[src/hw/rtl/histeq_pkg.sv]
// shared types, constants and codes for the histogram equalizer
package histeq_pkg;

  localparam int unsigned MAX_PIXELS_DEF = 1048576;
  localparam int unsigned LEVELS_DEF     = 256;
  localparam int unsigned PIX_W          = 8;
  localparam int unsigned REQ_W          = 2;

  localparam logic [REQ_W-1:0] REQ_CLEAR = 2'd0;
  localparam logic [REQ_W-1:0] REQ_COUNT = 2'd1;
  localparam logic [REQ_W-1:0] REQ_MAP   = 2'd2;

  typedef enum logic [3:0] {
    ST_IDLE,
    ST_CLR,
    ST_CNT_RD,
    ST_CNT_WR,
    ST_BLD_RD,
    ST_BLD_ACC,
    ST_BLD_MUL,
    ST_BLD_DIV,
    ST_BLD_WR,
    ST_MAP_RD,
    ST_MAP_OUT
  } histeq_state_t;

  // controller to datapath
  typedef struct packed {
    logic load_in;     // capture the accepted item
    logic clr_start;   // reset sweep index, total and map flag
    logic clr_step;    // write zero to one bin, advance index
    logic cnt_rd;      // read bin of the captured pixel
    logic cnt_wr;      // write incremented bin, bump total
    logic bld_start;   // reset build index and cdf
    logic bld_rd;      // read bin at build index
    logic bld_acc;     // add bin to cdf
    logic bld_mul;     // form scaled numerator
    logic div_start;   // launch divider
    logic bld_wr;      // write map entry, advance index
    logic map_set;     // map is complete
    logic map_rd;      // read map at captured pixel
    logic out_fire;    // present result
  } histeq_cmd_t;

  // datapath to controller
  typedef struct packed {
    logic is_clear;
    logic is_count;
    logic is_map;
    logic is_last;
    logic has_room;
    logic map_ok;
    logic idx_last;
    logic div_done;
  } histeq_sts_t;

endpackage

[src/hw/rtl/histeq_ctrl.sv]
// controller state machine
module histeq_ctrl (
  input  logic                    clk,
  input  logic                    rst_n,
  input  logic                    start,
  input  histeq_pkg::histeq_sts_t sts,
  output histeq_pkg::histeq_cmd_t cmd,
  output logic                    busy
);
  import histeq_pkg::*;

  histeq_state_t state_r, state_nxt;

  // reset starts with a sweep that zeroes every bin
  always_ff @(posedge clk) begin
    if (!rst_n) begin
      state_r <= ST_CLR;
    end else begin
      state_r <= state_nxt;
    end
  end

  always_comb begin
    state_nxt = state_r;
    cmd       = '0;
    busy      = (state_r != ST_IDLE);
    case (state_r)
      ST_IDLE: begin
        if (start) begin
          cmd.load_in = 1'b1;
          state_nxt   = ST_CNT_RD;
        end
      end
      ST_CNT_RD: begin
        // decode the captured request
        if (sts.is_clear) begin
          cmd.clr_start = 1'b1;
          state_nxt     = ST_CLR;
        end else if (sts.is_count) begin
          cmd.cnt_rd = 1'b1;
          state_nxt  = ST_CNT_WR;
        end else if (sts.is_map) begin
          cmd.map_rd = 1'b1;
          state_nxt  = ST_MAP_RD;
        end else begin
          state_nxt = ST_IDLE;
        end
      end
      ST_CNT_WR: begin
        cmd.cnt_wr = sts.has_room;
        if (sts.is_last) begin
          cmd.bld_start = 1'b1;
          state_nxt     = ST_BLD_RD;
        end else begin
          state_nxt = ST_IDLE;
        end
      end
      ST_CLR: begin
        cmd.clr_step = 1'b1;
        if (sts.idx_last) begin
          state_nxt = ST_IDLE;
        end
      end
      ST_BLD_RD: begin
        cmd.bld_rd = 1'b1;
        state_nxt  = ST_BLD_ACC;
      end
      ST_BLD_ACC: begin
        cmd.bld_acc = 1'b1;
        state_nxt   = ST_BLD_MUL;
      end
      ST_BLD_MUL: begin
        cmd.bld_mul = 1'b1;
        state_nxt   = ST_BLD_DIV;
      end
      ST_BLD_DIV: begin
        cmd.div_start = 1'b1;
        state_nxt     = ST_BLD_WR;
      end
      ST_BLD_WR: begin
        if (sts.div_done) begin
          cmd.bld_wr = 1'b1;
          if (sts.idx_last) begin
            cmd.map_set = 1'b1;
            state_nxt   = ST_IDLE;
          end else begin
            state_nxt = ST_BLD_RD;
          end
        end
      end
      ST_MAP_RD: begin
        cmd.map_rd = 1'b1;
        state_nxt  = ST_MAP_OUT;
      end
      ST_MAP_OUT: begin
        cmd.out_fire = 1'b1;
        state_nxt    = ST_IDLE;
      end
      default: begin
        state_nxt = ST_IDLE;
      end
    endcase
  end
endmodule

[config.mk]
export PLATFORM = sky130hd
export DESIGN_NAME = histeq_ctrl
export DESIGN_NICKNAME = d
export VERILOG_FILES = /design/src/hw/rtl/histeq_pkg.sv /design/src/hw/rtl/histeq_ctrl.sv
export SDC_FILE = /design/constraint.sdc
export NUM_CORES = 1
export LEC_CHECK = 0
export ABC_AREA = 1
export BUFFER_PORTS_ARGS = -buffer_cell sky130_fd_sc_hd__buf_2
export CORE_AREA = 2 2 39 41
export DETAILED_ROUTE_END_ITERATION = 8
export DIE_AREA = 0 0 41 43
export HOLD_SLACK_MARGIN = 0.12
export PLACE_DENSITY = 0.64
export SLEW_MARGIN = 15
export SYNTH_ARGS = -nofsm -noshare
export SYNTH_HDL_FRONTEND = slang
export SYNTH_SLANG_ARGS = --single-unit
[constraint.sdc]
create_clock -name clk -period 1.2 [get_ports clk]
set_input_delay 0.12 -clock clk [delete_from_list [all_inputs] [get_ports clk]]
set_output_delay 0.12 -clock clk [all_outputs]
set_load 0.02 [all_outputs]
==> impl_metrics.tcl <==
set metrics [dict create \
    cts_root_buffer "clkbuf_4" \
    ios 26 \
    synth_warnings 0 \
    postLayoutCellArea_sq_um 810 \
    cts-buffers-inserted 3 \
    grt_pass1_wl_microns 1930 \
    yosysSeqAreaShare_pct 19.8 \
    leakagePower_nw 0.440 \
    cts_max_level 1 \
    syn_nets 86 \
    report.final.slew_viol_count 0 \
    routabilityCongestion 0.752 \
    arrival_ns 1.23 \
    vias_per_cell 4.74 \
    core-area_sq_mm 0.00138 \
    largest_register_ffs 4 \
    end_kind "output port" \
    worst_slack_ns -0.150 \
    dieArea_sq_mm 0.00176 \
    synthCells 75 \
    dp_slack_ns 0.0611 \
    ant_nets 0 \
    die_height_microns 43 \
    synth-seq-cells 4 \
    seq_area_sq_um 88.8 \
    wl_microns 1510 \
    multi_input_area_sq_um 352 \
    synth_most_common_cell "nor2_1" \
    synth_commonest_cells "nor2_1, inv_1, nand2_1, nand3_1" \
    setup-violations-final 13 \
    place_area_sq_um 557 \
    drc 0 \
    die_w_microns 41 \
    cp_data_required_time_ns 1.08 \
    relSlewSlack_pct 86.0 \
    final_nets 126 \
    drt-initial-drc-count 7 \
    finClkSkew_ns 0.000445 \
    start_kind "register" \
    reg_top3 "state_r x4" \
    cts_tree "done" \
    reg2reg_depth 9 \
    vias 611 \
    synth_ff_type "dfxtp_1" \
    clk_pin_slew_ns 0.04 \
    area_growth_pct 100 \
    rrSetupSlack_ns 0 \
    hold_path.class "input pin to register" \
    row_count 14 \
    max_freq_ghz 0.741 \
    grt_max_degree 7 \
    numClockSinks 4 \
    hold_path_depth 3 \
    path_class "register to output port" \
    antenna_found_initial 0 \
    min_period_ns 1.35 \
    synth_top_area_share_pct 19.8 \
    place.port_buffers 24 \
    crit_chain "inv_2 -> nand2_1 -> nor2_2 -> inv_1 -> nor3_2 -> buf_4" \
    cap_violations 0 \
    grt.overflow.total 0 \
    clk_latency_ns 0.23 \
    place_inst 116 \
    crit_fanout 4 \
    synth.avg_cell_area_sq_um 5.39 \
    synth_edf_count 0 \
    slowest_stage "dfxtp_1" \
    first_pass_iters 4 \
    fin_cells 129 \
    synth_top_cell_by_area "dfxtp_1" \
    fillers 120 \
    wl_per_cell_microns 11.7 \
    start_util_pct 29.2 \
    synthArstFlopShare_pct 0 \
    finalHoldViolations 0 \
    grtUsageTotal_pct 15.6 \
    violations "negative setup slack" \
    status "finished, violations left" \
    tns_ns -0.983 \
    largest-register "state_r" \
    synth_area_sq_um 404 \
    synth.area.top_cells "dfxtp_1, nor2_1, inv_1, nand2_1, nand3_1" \
    worst_ir_drop_vdd_mv 0.462 \
    yosysUniqueCellTypes 15 \
    clk_path_buf_depth 2 \
    slowest_delay_ns 0.31 \
    antennaDiodeCount 0 \
    power.density_mw_per_mm2 686 \
    worst_pin_slew_ns 0.210 \
    grt_pass1_vias 532 \
    fin_crit_sh_pct 113 \
    drive_gt1_share_pct 62.8 \
    grt_setup_unrepaired "yes" \
    dp_hpwl_microns 860 \
]
path summary, 6_finish.rpt:
check	startpoint	end
hold reg to reg	state_r[0]	state_r[0]
hold / removal	sts[5]	state_r[0]
setup reg to reg	state_r[3]	state_r[3]
setup / recovery	state_r[2]	cmd[2]
stage by stage:
step           hold slack (ns)  utilization (%)  power (mW)
6_report                 0.177             58.5       0.556
3_3_place_gp             0.345             40.2       0.315
2_1_floorplan            0.218                -       0.265
4_1_cts                  0.159             51.3       0.521
3_5_place_dp             0.345             40.2       0.317
5_1_grt                  0.235             58.5       0.593
layout by cell type, fill, tap and decap left out, drive strengths merged:
| cell | instances |
|---|---|
| buf | 34 |
| nor2 | 23 |
| nand2 | 18 |
| inv | 17 |
| nand3 | 6 |
| dfxtp | 4 |
| clkbuf | 3 |
| o21ai | 2 |
| nor3 | 2 |
| nand3b | 1 |
| nor3b | 1 |
| o2111ai | 1 |
| dlygate4sd3 | 1 |
per-layer routing:
metal | wire length (microns) | up-vias | GRT usage (%)
met1 | 583 | 282 | 16.0
met2 | 835 | 21 | 27.5
li1 | - | 304 | -
met3 | 70 | 4 | 1.57
met5 | 0 | - | 0
met4 | 21 | 0 | 10.0
critical path, delay by kind of cell (launching register included):
family                 cells  cell delay, ns
buffers and inverters      3            0.32
DFF                        1            0.31
and+or+nand+nor            3            0.36
kinds of logic after synthesis:
family                 count (synthesis)  synth area share, %
flip-flops                             4                 19.8
AND/OR/NAND/NOR                       51                 59.8
buffers and inverters                 17                 15.8
AO/OA/AOI/OAI                          3                 4.64
area by class of cell:
type	count	share of cell area (%)
sequential	4	11.0
inverter	17	8.50
multi-input combinational	54	43.4
timing repair buffer	35	31.8
clock buffer	3	2.78
tap	16	2.47
power by group:
group          total (mW)  switching [mW]  internal [mW]
Clock               0.162          0.0501          0.112
Sequential          0.156          0.0134          0.143
Combinational       0.238           0.147         0.0909
Total               0.556           0.210          0.345
repair_timing:
action	4_1_cts	5_1_grt
hold endpoints to repair	2	0
endpoints found under the setup margin	11	17
gates resized for setup	28	24
cloned	0	0
hold buffers	1	0
setup buffers	6	6
pin swaps	6	10
Power figures use the tool's default switching activity.
